$ cat src/sv/aesbc_pkg.sv
package aesbc_pkg;

	localparam int BlockW   = 128;
	localparam int KeyRegW  = 64;
	localparam int CfgIdxW  = 3;
	localparam int RkDepth  = 60;
	localparam int RkAddrW  = 6;
	localparam int RkRows   = 16;
	localparam int RkRowW   = 4;
	localparam int QueueDepth = 2;

	localparam logic [CfgIdxW-1:0] REG_MODE = 3'd0;
	localparam logic [CfgIdxW-1:0] REG_KEY0 = 3'd1;
	localparam logic [CfgIdxW-1:0] REG_KEY3 = 3'd4;

	localparam logic [1:0] MODE_128 = 2'd0;
	localparam logic [1:0] MODE_192 = 2'd1;

	localparam logic ACT_ENC = 1'b0;

	typedef struct packed {
		logic              action;
		logic [BlockW-1:0] block;
	} req_t;

	function automatic logic [7:0] xtime(input logic [7:0] a);
		xtime = {a[6:0], 1'b0} ^ (a[7] ? 8'h1b : 8'h00);
	endfunction

	function automatic logic [7:0] gmul(input logic [7:0] a, input logic [7:0] b);
		logic [7:0] r;
		logic [7:0] x;
		r = '0;
		x = a;
		for (int i = 0; i < 8; i++) begin
			if (b[i]) r = r ^ x;
			x = xtime(x);
		end
		gmul = r;
	endfunction

	function automatic logic [7:0] sbox(input logic [7:0] x);
		logic [7:0] t [256];
		t = '{
		8'h63,8'h7c,8'h77,8'h7b,8'hf2,8'h6b,8'h6f,8'hc5,8'h30,8'h01,8'h67,8'h2b,8'hfe,8'hd7,8'hab,8'h76,
		8'hca,8'h82,8'hc9,8'h7d,8'hfa,8'h59,8'h47,8'hf0,8'had,8'hd4,8'ha2,8'haf,8'h9c,8'ha4,8'h72,8'hc0,
		8'hb7,8'hfd,8'h93,8'h26,8'h36,8'h3f,8'hf7,8'hcc,8'h34,8'ha5,8'he5,8'hf1,8'h71,8'hd8,8'h31,8'h15,
		8'h04,8'hc7,8'h23,8'hc3,8'h18,8'h96,8'h05,8'h9a,8'h07,8'h12,8'h80,8'he2,8'heb,8'h27,8'hb2,8'h75,
		8'h09,8'h83,8'h2c,8'h1a,8'h1b,8'h6e,8'h5a,8'ha0,8'h52,8'h3b,8'hd6,8'hb3,8'h29,8'he3,8'h2f,8'h84,
		8'h53,8'hd1,8'h00,8'hed,8'h20,8'hfc,8'hb1,8'h5b,8'h6a,8'hcb,8'hbe,8'h39,8'h4a,8'h4c,8'h58,8'hcf,
		8'hd0,8'hef,8'haa,8'hfb,8'h43,8'h4d,8'h33,8'h85,8'h45,8'hf9,8'h02,8'h7f,8'h50,8'h3c,8'h9f,8'ha8,
		8'h51,8'ha3,8'h40,8'h8f,8'h92,8'h9d,8'h38,8'hf5,8'hbc,8'hb6,8'hda,8'h21,8'h10,8'hff,8'hf3,8'hd2,
		8'hcd,8'h0c,8'h13,8'hec,8'h5f,8'h97,8'h44,8'h17,8'hc4,8'ha7,8'h7e,8'h3d,8'h64,8'h5d,8'h19,8'h73,
		8'h60,8'h81,8'h4f,8'hdc,8'h22,8'h2a,8'h90,8'h88,8'h46,8'hee,8'hb8,8'h14,8'hde,8'h5e,8'h0b,8'hdb,
		8'he0,8'h32,8'h3a,8'h0a,8'h49,8'h06,8'h24,8'h5c,8'hc2,8'hd3,8'hac,8'h62,8'h91,8'h95,8'he4,8'h79,
		8'he7,8'hc8,8'h37,8'h6d,8'h8d,8'hd5,8'h4e,8'ha9,8'h6c,8'h56,8'hf4,8'hea,8'h65,8'h7a,8'hae,8'h08,
		8'hba,8'h78,8'h25,8'h2e,8'h1c,8'ha6,8'hb4,8'hc6,8'he8,8'hdd,8'h74,8'h1f,8'h4b,8'hbd,8'h8b,8'h8a,
		8'h70,8'h3e,8'hb5,8'h66,8'h48,8'h03,8'hf6,8'h0e,8'h61,8'h35,8'h57,8'hb9,8'h86,8'hc1,8'h1d,8'h9e,
		8'he1,8'hf8,8'h98,8'h11,8'h69,8'hd9,8'h8e,8'h94,8'h9b,8'h1e,8'h87,8'he9,8'hce,8'h55,8'h28,8'hdf,
		8'h8c,8'ha1,8'h89,8'h0d,8'hbf,8'he6,8'h42,8'h68,8'h41,8'h99,8'h2d,8'h0f,8'hb0,8'h54,8'hbb,8'h16};
		sbox = t[x];
	endfunction

	function automatic logic [7:0] inv_sbox(input logic [7:0] x);
		logic [7:0] t [256];
		t = '{
		8'h52,8'h09,8'h6a,8'hd5,8'h30,8'h36,8'ha5,8'h38,8'hbf,8'h40,8'ha3,8'h9e,8'h81,8'hf3,8'hd7,8'hfb,
		8'h7c,8'he3,8'h39,8'h82,8'h9b,8'h2f,8'hff,8'h87,8'h34,8'h8e,8'h43,8'h44,8'hc4,8'hde,8'he9,8'hcb,
		8'h54,8'h7b,8'h94,8'h32,8'ha6,8'hc2,8'h23,8'h3d,8'hee,8'h4c,8'h95,8'h0b,8'h42,8'hfa,8'hc3,8'h4e,
		8'h08,8'h2e,8'ha1,8'h66,8'h28,8'hd9,8'h24,8'hb2,8'h76,8'h5b,8'ha2,8'h49,8'h6d,8'h8b,8'hd1,8'h25,
		8'h72,8'hf8,8'hf6,8'h64,8'h86,8'h68,8'h98,8'h16,8'hd4,8'ha4,8'h5c,8'hcc,8'h5d,8'h65,8'hb6,8'h92,
		8'h6c,8'h70,8'h48,8'h50,8'hfd,8'hed,8'hb9,8'hda,8'h5e,8'h15,8'h46,8'h57,8'ha7,8'h8d,8'h9d,8'h84,
		8'h90,8'hd8,8'hab,8'h00,8'h8c,8'hbc,8'hd3,8'h0a,8'hf7,8'he4,8'h58,8'h05,8'hb8,8'hb3,8'h45,8'h06,
		8'hd0,8'h2c,8'h1e,8'h8f,8'hca,8'h3f,8'h0f,8'h02,8'hc1,8'haf,8'hbd,8'h03,8'h01,8'h13,8'h8a,8'h6b,
		8'h3a,8'h91,8'h11,8'h41,8'h4f,8'h67,8'hdc,8'hea,8'h97,8'hf2,8'hcf,8'hce,8'hf0,8'hb4,8'he6,8'h73,
		8'h96,8'hac,8'h74,8'h22,8'he7,8'had,8'h35,8'h85,8'he2,8'hf9,8'h37,8'he8,8'h1c,8'h75,8'hdf,8'h6e,
		8'h47,8'hf1,8'h1a,8'h71,8'h1d,8'h29,8'hc5,8'h89,8'h6f,8'hb7,8'h62,8'h0e,8'haa,8'h18,8'hbe,8'h1b,
		8'hfc,8'h56,8'h3e,8'h4b,8'hc6,8'hd2,8'h79,8'h20,8'h9a,8'hdb,8'hc0,8'hfe,8'h78,8'hcd,8'h5a,8'hf4,
		8'h1f,8'hdd,8'ha8,8'h33,8'h88,8'h07,8'hc7,8'h31,8'hb1,8'h12,8'h10,8'h59,8'h27,8'h80,8'hec,8'h5f,
		8'h60,8'h51,8'h7f,8'ha9,8'h19,8'hb5,8'h4a,8'h0d,8'h2d,8'he5,8'h7a,8'h9f,8'h93,8'hc9,8'h9c,8'hef,
		8'ha0,8'he0,8'h3b,8'h4d,8'hae,8'h2a,8'hf5,8'hb0,8'hc8,8'heb,8'hbb,8'h3c,8'h83,8'h53,8'h99,8'h61,
		8'h17,8'h2b,8'h04,8'h7e,8'hba,8'h77,8'hd6,8'h26,8'he1,8'h69,8'h14,8'h63,8'h55,8'h21,8'h0c,8'h7d};
		inv_sbox = t[x];
	endfunction

	function automatic logic [31:0] sub_word(input logic [31:0] w);
		sub_word = {sbox(w[31:24]), sbox(w[23:16]), sbox(w[15:8]), sbox(w[7:0])};
	endfunction

endpackage

$ cat src/sv/aesbc_req_if.sv
interface aesbc_req_if;
	logic         valid;
	logic         ready;
	logic         action;
	logic [63:0]  block_hi;
	logic [63:0]  block_lo;
	modport source (output valid, action, block_hi, block_lo, input ready);
	modport sink (input valid, action, block_hi, block_lo, output ready);
endinterface

$ cat src/sv/aesbc_front.sv
module aesbc_front #(
	parameter int Depth = aesbc_pkg::QueueDepth
) (
	input  logic           clk,
	input  logic           arst_n,
	aesbc_req_if.sink      req,
	output logic           q_valid,
	input  logic           q_pop,
	output aesbc_pkg::req_t q_head
);
	import aesbc_pkg::*;

	localparam int PtrW = (Depth > 1) ? $clog2(Depth) : 1;

	req_t              slot_q [Depth];
	logic [PtrW-1:0]   wr_q, rd_q;
	logic [PtrW:0]     cnt_q;
	logic              push;

	assign req.ready = (cnt_q != (PtrW+1)'(Depth));
	assign push      = req.valid && req.ready;
	assign q_valid   = (cnt_q != '0);
	assign q_head    = slot_q[rd_q];

	always_ff @(posedge clk) begin
		if (push) slot_q[wr_q] <= '{action: req.action, block: {req.block_hi, req.block_lo}};
	end

	always_ff @(posedge clk or negedge arst_n) begin
		if (!arst_n) begin
			wr_q  <= '0;
			rd_q  <= '0;
			cnt_q <= '0;
		end else begin
			if (push) wr_q <= (wr_q == PtrW'(Depth - 1)) ? '0 : wr_q + 1'b1;
			if (q_pop) rd_q <= (rd_q == PtrW'(Depth - 1)) ? '0 : rd_q + 1'b1;
			cnt_q <= cnt_q + (PtrW+1)'(push) - (PtrW+1)'(q_pop);
		end
	end
endmodule

$ cat src/flat_wrapper.sv
// flat-port wrapper written by rule: the top's interface ports become plain ports
module aesbc_front_flat import aesbc_pkg::*;
#(
	parameter int Depth = aesbc_pkg::QueueDepth
)
  (clk, arst_n, q_valid, q_pop, q_head, req_valid, req_action, req_block_hi, req_block_lo, req_ready);
  aesbc_req_if req_i ();
  input  logic clk;
  input  logic arst_n;
  output logic q_valid;
  input  logic q_pop;
  output aesbc_pkg::req_t q_head;
  input wire logic [$bits(req_i.valid)-1:0] req_valid;
  input wire logic [$bits(req_i.action)-1:0] req_action;
  input wire logic [$bits(req_i.block_hi)-1:0] req_block_hi;
  input wire logic [$bits(req_i.block_lo)-1:0] req_block_lo;
  output wire logic [$bits(req_i.ready)-1:0] req_ready;
  assign req_i.valid = req_valid;
  assign req_i.action = req_action;
  assign req_i.block_hi = req_block_hi;
  assign req_i.block_lo = req_block_lo;
  assign req_ready = req_i.ready;
  aesbc_front #(.Depth(Depth)) u_core (.clk(clk), .arst_n(arst_n), .req(req_i), .q_valid(q_valid), .q_pop(q_pop), .q_head(q_head));
endmodule
$ cat config.mk
export PLATFORM = sky130hd
export DESIGN_NAME = aesbc_front_flat
export DESIGN_NICKNAME = d
export VERILOG_FILES = /design/src/sv/aesbc_pkg.sv /design/src/sv/aesbc_req_if.sv /design/src/sv/aesbc_front.sv /design/src/flat_wrapper.sv
export SDC_FILE = /design/constraint.sdc
export NUM_CORES = 1
export LEC_CHECK = 0
export ABC_AREA = 1
export BUFFER_PORTS_ARGS = -buffer_cell sky130_fd_sc_hd__buf_4
export CORE_MARGIN = 3
export CORE_UTILIZATION = 35
export CTS_CLUSTER_SIZE = 24
export DETAILED_ROUTE_END_ITERATION = 12
export GPL_ROUTABILITY_DRIVEN = 0
export MAX_ROUTING_LAYER = met4
export PLACE_DENSITY = 0.67
export SLEW_MARGIN = 20
export SYNTH_ARGS = -nofsm -noshare
export SYNTH_HDL_FRONTEND = slang
export SYNTH_SLANG_ARGS = --single-unit
export TNS_END_PERCENT = 20
$ cat constraint.sdc
create_clock -name clk -period 8 [get_ports clk]
set_input_delay 0 -clock clk [delete_from_list [all_inputs] [get_ports clk]]
set_output_delay 0 -clock clk [all_outputs]
set_load 0.01 [all_outputs]
==> results of run 1 <==
-- synthesized netlist by cell type, drive strengths merged --
master	count
mux2	129
dfrtp	4
xor2	2
ha	1
a21oi	1
inv	7
edfxtp	258
buf	14
nor2	4
nand2	8
nand3	2
-- per-stage QoR --
step                hold slack [ps]  area [um^2]  setup slack [ps]
global placement               -200        11900              5200
detailed placement             -196        11900              5150
global route                    188        13900              4810
CTS                             178        13900              4890
floorplan                      -296         9550              1340
finish                          209        13900              5020
-- power breakdown --
group | total [mW] | internal (mW) | switching (mW)
registers | 2.01 | 1.88 | 0.137
logic | 1.43 | 0.762 | 0.672
clock network | 1.08 | 0.610 | 0.466
total | 4.52 | 3.25 | 1.27
-- sequential cells by signal, indices dropped and copies added, names as in the netlist --
register       cells
u_core.slot_q    258
u_core.wr_q        1
u_core.cnt_q       2
u_core.rd_q        1
-- worst max-delay path, cell delays in order, from the launching register on --
cell and delay (ps):
dfrtp_4 1080, buf_4 760, mux2_2 420, buf_4 150
-- logic make-up after synthesis --
kind of cell / after synthesis / share of synthesized area
mux: 129 / 0.152
simple gates: 14 / 0.00576
buf+inv: 21 / 0.0169
compound gates: 1 / 0.000523
fa+ha+maj: 1 / 0.00131
xor+xnor: 2 / 0.00183
flops: 262 / 0.822
-- what timing repair did --
action	in CTS	in global routing
gates resized for setup	0	0
endpoints found under the hold margin	266	0
hold buffers	133	0
-- final cells by class --
cell class / instances / area [um^2] / share of cell area
Inverter: 7 / 26.3 / 0.00188
Sequential cell: 262 / 7850 / 0.563
Multi-Input combinational cell: 147 / 1560 / 0.112
Clock buffer: 32 / 694 / 0.0498
Timing Repair Buffer: 401 / 3340 / 0.240
Clock inverter: 13 / 57.6 / 0.00413
Tap cell: 335 / 419 / 0.0300
-- layout by cell type, fill, tap and decap left out, drive strengths merged --
cell type / netlist / final
buf: 14 / 268
edfxtp: 258 / 258
dlygate4sd3: 0 / 133
mux2: 129 / 129
clkbuf: 0 / 32
clkinv: 0 / 12
nand2: 8 / 8
inv: 7 / 7
dfrtp: 4 / 4
nor2: 4 / 4
xor2: 2 / 2
nand3: 2 / 2
a21oi: 1 / 1
ha: 1 / 1
clkinvlp: 0 / 1
-- routing by layer --
metal  part of all wire  vias up  track usage
li1                   -     2528            -
met1               0.40     2576        0.151
met2               0.51      190        0.226
met3              0.068       36       0.0333
met4              0.028        0       0.0378
met5                  0        -            -
-- worst paths after layout --
| path | cells after the start | to | slack (ps) |
|---|---|---|---|
| min | 2 | u_core.slot_q[1][107] | 210 |
| max | 3 | q_head[117] | 5020 |
| max in group asynchronous | 3 | u_core.rd_q | 7360 |
| max reg2reg | 5 | u_core.slot_q[1][57] | 5260 |
| min reg2reg | 2 | u_core.wr_q | 600 |
| min in group asynchronous | 3 | u_core.rd_q | 430 |
==> flow_metrics.env, run 1 <==
export IMPL_cts_root_buf="clkbuf_16"
export IMPL_portBuffers=263
export IMPL_antenna_found_initial=0
export IMPL_yosysTopAreaCell="edfxtp_1"
export IMPL_start_util=0.361
export IMPL_grt_pass1_wl_um=29600
export IMPL_syn_area_per_cell_um2=22.2
export IMPL_vias=5330
export IMPL_vias_per_cell=4.45
export IMPL_path_max_fanout=76
export IMPL_synth_warnings=0
export IMPL_worstMarginPinSlew_ps=1080
export IMPL_die_w_um=171
export IMPL_vdd_drop_max_uv=185
export IMPL_globalRouteOverflowTotal=0
export IMPL_start_kind="flop"
export IMPL_max_freq_ghz=0.336
export IMPL_drive_above_1_share=0.501
export IMPL_nNetsFinal=980
export IMPL_setup_viol=0
export IMPL_core_area_um2=26400
export IMPL_min_path_type="primary input to flop"
export IMPL_drtIter0Drc=242
export IMPL_cp_data_required_time_ps=8000
export IMPL_routed_wl_um=19800
export IMPL_avgRoutedWirePerCell_um=16.6
export IMPL_cts_max_path_buffers=3
export IMPL_timing_rr_start="u_core.cnt_q[1]"
export IMPL_clk_latency_ps=520
export IMPL_route_detailed_drc=0
export IMPL_synth_area_leaders="edfxtp_1 81%, mux2_2 15%, buf_6 1.2%"
export IMPL_leakage_nw=5.25
export IMPL_dp_cells=1019
export IMPL_cts_buffers=27
export IMPL_route_antenna_remaining_nets=0
export IMPL_syn2layout_area_growth_pct=46.0
export IMPL_outcome="finished clean"
export IMPL_p_per_area_nw_per_um2=324
export IMPL_clock_sinks=262
export IMPL_hold_violations=0
export IMPL_fillers=2102
export IMPL_dieArea_um2=29300
export IMPL_yosys_area_top_type_share=0.811
export IMPL_syn_num_nets=564
export IMPL_tritoncts="yes"
export IMPL_criticalPathCategory="flop to output port"
export IMPL_drv_cap=0
export IMPL_syn_area_um2=9550
export IMPL_track_usage=0.131
export IMPL_slew_headroom=0.280
export IMPL_grt_pass1_vias=5769
export IMPL_post_route_util=0.528
export IMPL_synth_seq_cells=262
export IMPL_startpoint="u_core.rd_q"
export IMPL_fin_worst_skew_ps=8.76
export IMPL_clkTransAtPathRegs_ps=60
export IMPL_rows=59
export IMPL_chipHeight_um=171
export IMPL_fin_tns_setup_ps=0
export IMPL_rsz0062_at_grt="no"
export IMPL_cts_htree_levels=1
export IMPL_cp_arrival_ps=2980
export IMPL_grt_max_degree=77
export IMPL_ys_seq_area_frac=0.822
export IMPL_firstDrtPassIters=4
export IMPL_power_total_mw=4.52
export IMPL_ios=264
export IMPL_stdcell_count=1197
export IMPL_antenna_cells=0
export IMPL_period_share=0.372
export IMPL_drv_slew=0
export IMPL_yosysUniqueCellTypes=13
export IMPL_endpoint_kind="output port"
export IMPL_dpl_hpwl_um=11900
export IMPL_post_cts_buffers=0
export IMPL_min_period_ps=2980
export IMPL_hp_start="req_block_hi[43]"
export IMPL_syn_inst=430
(Power assumes the default switching activity.)
==> run 2, diff against run 1 <==
Clock period 8 ns to 3.09 ns, I/O delays scaled along.
==> run 2 against run 1 <==
  * Wire length up 3.0%
  * Clock power grew to 3.0 times the previous value
  * Die area unchanged
  * Register-to-register slack got worse by 4100 ps
  * First-iteration DRC count is 1.7% lower
  * Critical path depth unchanged
  * Non-clock buffer count did not move
  * Global-route usage up 0.46 points
  * Largest cell class unchanged
  * Largest power group unchanged
  * Highest routed layer unchanged
==> flow_metrics.env, run 2 (synthesis results as in run 1) <==
export IMPL_slowest_stage="buf_4"
export IMPL_drv_cap=0
export IMPL_globalRouteOverflowTotal=0
export IMPL_setup_slack_ps=947
export IMPL_combinationalPowerShare=0.328
export IMPL_cts_htree_levels=1
export IMPL_fin_worst_skew_ps=20.1
export IMPL_clkTransAtPathRegs_ps=60
export IMPL_endpoint_kind="output port"
export IMPL_route_antenna_remaining_nets=0
export IMPL_syn2layout_area_growth_pct=48.0
export IMPL_route_detailed_drc=0
export IMPL_worstMarginPinSlew_ps=762
export IMPL_post_cts_buffers=0
export IMPL_power_total_mw=12.2
export IMPL_largest_reg_flops=258
export IMPL_cp_data_required_time_ps=3090
export IMPL_track_usage=0.135
export IMPL_path_max_fanout=52
export IMPL_p_seq_frac=0.410
export IMPL_avgRoutedWirePerCell_um=17.0
export IMPL_cts_buffers=28
export IMPL_leakage_nw=5.33
export IMPL_place_ws_ps=1110
export IMPL_mostFrequentLayoutCell="buf_4"
export IMPL_cts_max_path_buffers=3
export IMPL_drive_above_1_share=0.506
export IMPL_vias=5403
export IMPL_place_area_um2=11900
export IMPL_die_w_um=171
export IMPL_grt_max_degree=130
export IMPL_cp_arrival_ps=2140
export IMPL_post_cts_resized=0
export IMPL_routed_wl_um=20400
export IMPL_drv_slew=0
export IMPL_antenna_found_initial=0
export IMPL_intPower_mw=8.81
export IMPL_dpl_hpwl_um=11700
export IMPL_vias_per_cell=4.50
export IMPL_final_cell_mix="264 x buf_4, 258 x edfxtp_1, 133 x dlygate4sd3_1"
export IMPL_top_regs="u_core.slot_q: 258 flops, u_core.cnt_q: 2 flops"
export IMPL_tritoncts="yes"
export IMPL_grt_pass1_wl_um=30600
export IMPL_cp_num_buf_inv=2
export IMPL_clk_latency_ps=530
export IMPL_vdd_drop_max_uv=603
export IMPL_min_path_type="primary input to flop"
export IMPL_p_per_area_nw_per_um2=865
export IMPL_core_area_um2=26400
export IMPL_cts_root_buf="clkbuf_16"
export IMPL_max_freq_ghz=0.467
export IMPL_period_share=0.693
export IMPL_criticalPathCategory="flop to output port"
export IMPL_slew_headroom=0.492
export IMPL_rows=59
export IMPL_netSwitchingFraction=0.279
export IMPL_nNetsFinal=981
export IMPL_cp_slowest_stage_delay_ps=570
export IMPL_cp_cell_sequence="buf_4 -> mux2_2 -> buf_4"
export IMPL_cpMostUsedCell="buf_4"
export IMPL_rsz0062_at_grt="no"
export IMPL_chipHeight_um=171
export IMPL_netSwitchingPower_mw=3.41
export IMPL_grt_pass1_vias=5827
export IMPL_hold_violations=0
export IMPL_start_util=0.361
export IMPL_clock_sinks=262
export IMPL_p_clk_frac=0.263
export IMPL_outcome="finished clean"
export IMPL_dieArea_um2=29300
export IMPL_stdcell_area_um2=14100
export IMPL_portBuffers=263
export IMPL_min_period_ps=2140
export IMPL_drtIter0Drc=238
export IMPL_largest_register="u_core.slot_q"
export IMPL_setup_viol=0
export IMPL_fin_tns_setup_ps=0
export IMPL_ios=264
export IMPL_path_delay_family="buffers and inverters"
export IMPL_firstDrtPassIters=5
export IMPL_start_kind="flop"
[run 2: per-layer routing]
layer	share of wire	wire length, um	track usage	up-vias
li1	-	-	-	2532
met1	0.41	8280	0.158	2636
met2	0.50	10200	0.232	194
met3	0.065	1330	0.0338	41
met4	0.029	597	0.0402	0
met5	0	0	-	-
[run 2: power groups by stage]
stage / logic [mW] / registers (mW) / clock network, mW
floorplan: 2.18 / 5.12 / 0
global placement: 3.90 / 5.04 / 0
detailed placement: 3.90 / 5.08 / 0
CTS: 4.07 / 5.01 / 3.29
global route: 4.29 / 5.08 / 3.44
finish: 4.00 / 5.01 / 3.21
[run 2: final timing paths]
| kind | startpoint | end | slack, ps | depth (start not counted) |
|---|---|---|---|---|
| setup / recovery | u_core.rd_q | q_head[104] | 950 | 3 |
| hold reg to reg | u_core.wr_q | u_core.wr_q | 580 | 2 |
| max in group asynchronous | arst_n | u_core.rd_q | 2460 | 3 |
| setup reg to reg | u_core.cnt_q[1] | u_core.slot_q[1][125] | 1140 | 4 |
| min in group asynchronous | arst_n | u_core.cnt_q[0] | 430 | 3 |
| hold / removal | req_block_hi[36] | u_core.slot_q[0][100] | 200 | 2 |
[run 2: cell type report]
class / instances / area, um^2
antenna: 1 / 2.50
clock buffer: 33 / 741
clock inverter: 16 / 149
fill: 2057 / 12300
inverter: 7 / 26.3
multi-input combinational: 147 / 1560
sequential: 262 / 7850
tap: 335 / 419
timing repair buffer: 401 / 3390
[run 2: repair_timing]
item	in CTS	in global routing
hold buffers	133	0
endpoints found under the hold margin	266	0
setup endpoints to repair	0	0
[run 2: stage by stage]
step                hold WS [ps]   util  instances
finish                       199  0.535       1202
floorplan                   -296      -        430
detailed placement          -197  0.451       1019
CTS                          172  0.535       1201
global placement            -198  0.451       1019
global route                 184  0.535       1201
==> run 3, diff against run 2 <==
Settings changed: ABC_AREA 1 to 0, PLACE_DENSITY 0.67 to 0.69.
Clock period 3.09 ns to 1.85 ns, I/O delays scaled along.
==> run 3 against run 2 <==
  * Core utilization rose by 0.34 points
  * Synthesized cell count shrank 2.6%
  * Worst setup slack worse by 920 ps
  * Non-clock buffer count increased by 14
  * Combinational power increased by 82%
  * Critical endpoint is now q_head[11]
  * Highest routed layer unchanged
==> flow_metrics.env, run 3 <==
export IMPL_rows=59
export IMPL_route_antenna_remaining_nets=0
export IMPL_path_max_fanout=31
export IMPL_cp_arrival_ps=1820
export IMPL_vdd_drop_max_uv=1140
export IMPL_cts_htree_levels=1
export IMPL_clock_sinks=262
export IMPL_yosysTopAreaCell="edfxtp_1"
export IMPL_leakage_nw=5.34
export IMPL_syn_num_nets=553
export IMPL_vias_per_cell=4.59
export IMPL_holdPathEnd="u_core.slot_q[1][114]"
export IMPL_synth_area_leaders="edfxtp_1 81%, mux2_2 15%, buf_6 1.2%"
export IMPL_routed_wl_um=21900
export IMPL_grt_max_degree=69
export IMPL_outcome="finished clean"
export IMPL_worstHoldPathCells=2
export IMPL_power_total_mw=20.5
export IMPL_tritoncts="yes"
export IMPL_clk_latency_ps=520
export IMPL_fin_worst_skew_ps=8.43
export IMPL_synth_most_common_cell="edfxtp_1"
export IMPL_drive_above_1_share=0.517
export IMPL_regArea_um2=7850
export IMPL_p_per_area_nw_per_um2=1440
export IMPL_chipHeight_um=171
export IMPL_largest_register="u_core.slot_q"
export IMPL_dieArea_um2=29300
export IMPL_syn_area_um2=9530
export IMPL_rsz0062_at_grt="yes"
export IMPL_largest_reg_flops=258
export IMPL_async_reset_ff_frac=0.0153
export IMPL_globalRouteOverflowTotal=0
export IMPL_multi_input_area_um2=1570
export IMPL_slew_headroom=0.716
export IMPL_clkTransAtPathRegs_ps=60
export IMPL_worst_r2r_setup_slack_ps=320
export IMPL_place_area_um2=12000
export IMPL_synthTopCellsByCount="258 x edfxtp_1, 129 x mux2_2, 10 x buf_6"
export IMPL_final_cell_mix="269 x buf_4, 258 x edfxtp_1, 133 x dlygate4sd3_1"
export IMPL_min_path_type="primary input to flop"
export IMPL_syn_inst=419
export IMPL_ios=264
export IMPL_track_usage=0.140
export IMPL_start_kind="flop"
export IMPL_hold_violations=0
export IMPL_slowest_stage="dfrtp_4"
export IMPL_antenna_found_initial=0
export IMPL_mostFrequentLayoutCell="buf_4"
export IMPL_cts_root_buf="clkbuf_16"
export IMPL_grt_pass1_wl_um=31400
export IMPL_max_freq_ghz=0.549
export IMPL_start_util=0.361
export IMPL_setup_viol=0
export IMPL_cp_slowest_stage_delay_ps=420
export IMPL_vias=5507
export IMPL_dpl_hpwl_um=12700
export IMPL_timing_rr_start="u_core.cnt_q[0]"
export IMPL_path_delay_family="buffers and inverters"
export IMPL_cpMostUsedCell="buf_4"
export IMPL_drv_slew=0
export IMPL_avgRoutedWirePerCell_um=18.3
export IMPL_die_w_um=171
export IMPL_route_detailed_drc=0
export IMPL_synth_seq_cells=262
export IMPL_grt_pass1_vias=6077
export IMPL_ys_flop_type="edfxtp_1"
export IMPL_startpoint="u_core.rd_q"
export IMPL_synth_warnings=0
export IMPL_worstMarginPinSlew_ps=426
export IMPL_cp_data_required_time_ps=1850
export IMPL_cts_buffers=27
export IMPL_syn_area_per_cell_um2=22.8
export IMPL_period_share=0.985
export IMPL_hp_start="req_block_hi[50]"
export IMPL_ys_seq_area_frac=0.823
export IMPL_top_regs="u_core.slot_q: 258 flops, u_core.cnt_q: 2 flops"
export IMPL_reg2regPathDepth=3
export IMPL_cp_num_buf_inv=3
export IMPL_drv_cap=0
export IMPL_worst_hold_slack_ps=204
export IMPL_r2r_end="u_core.slot_q[1][79]"
export IMPL_yosysUniqueCellTypes=17
export IMPL_drtIter0Drc=248
export IMPL_yosys_area_top_type_share=0.813
export IMPL_nNetsFinal=983
export IMPL_min_period_ps=1820
export IMPL_post_route_util=0.538
export IMPL_fillers=2066
export IMPL_syn2layout_area_growth_pct=49.3
export IMPL_portBuffers=263
export IMPL_criticalPathCategory="flop to output port"
export IMPL_core_area_um2=26400
export IMPL_firstDrtPassIters=4
export IMPL_endpoint_kind="output port"
export IMPL_cp_cell_sequence="buf_4 -> buf_16 -> mux2_2 -> buf_4"
export IMPL_cts_max_path_buffers=3
export IMPL_synth_edf_count=258
export IMPL_stdcell_area_um2=14200
run 3: worst max path at each step:
stage	cells past startpoint	to
global placement	5	u_core.slot_q[0][71]
finish	4	q_head[11]
floorplan	3	u_core.slot_q[0][0]
detailed placement	5	u_core.slot_q[0][77]
CTS	3	q_head[109]
global route	4	q_head[11]
run 3: what timing repair did:
| item | CTS | global route |
|---|---|---|
| cloned | 0 | 4 |
| gates resized for setup | 1 | 3 |
| setup endpoints to repair | 74 | 113 |
| setup buffers | 0 | 4 |
| endpoints found under the hold margin | 266 | 0 |
| hold buffers | 133 | 0 |
run 3: worst reg2reg max path: stages, from the launching register on:
cell,delay (ps)
dfrtp_1,390
nand2b_4,170
and3_4,220
buf_12,310
run 3: layout make-up:
cell class,instances,share of cell area
inverter,1,0.000264
clock buffer,36,0.0499
clock inverter,7,0.00378
sequential,262,0.552
timing repair buffer,415,0.254
tap,335,0.0295
antenna,2,0.000352
multi-input combinational,142,0.111
run 3: report_power, final:
| group | internal [mW] | switching, mW | total, mW | leakage [nW] |
|---|---|---|---|---|
| Clock | 2.78 | 2.01 | 4.79 | 0.369 |
| Sequential | 8.10 | 0.302 | 8.41 | 2.44 |
| Combinational | 3.81 | 3.47 | 7.28 | 2.53 |
run 3: routing by layer:
| metal | global-route usage | vias up | part of all wire | wire (um) |
|---|---|---|---|---|
| met5 | - | - | 0 | 0 |
| met4 | 0.0455 | 0 | 0.031 | 671 |
| met3 | 0.0402 | 40 | 0.075 | 1640 |
| met2 | 0.242 | 209 | 0.51 | 11100 |
| met1 | 0.156 | 2729 | 0.39 | 8490 |
| li1 | - | 2529 | - | - |
run 3: logic make-up after synthesis:
family / count (synthesis) / synth area share
buf+inv: 15 / 0.0146
mux: 130 / 0.153
flops: 262 / 0.823
xor+xnor: 4 / 0.00368
simple gates: 7 / 0.00381
fa+ha+maj: 1 / 0.00131
run 3: per-stage QoR:
step	cells	TNS, ps	setup WS (ps)
floorplan	419	-232500	-1070
global placement	1014	0	347
detailed placement	1014	0	319
CTS	1190	-2060	-42.0
global route	1198	-430	-24.4
finish	1200	0	27.1
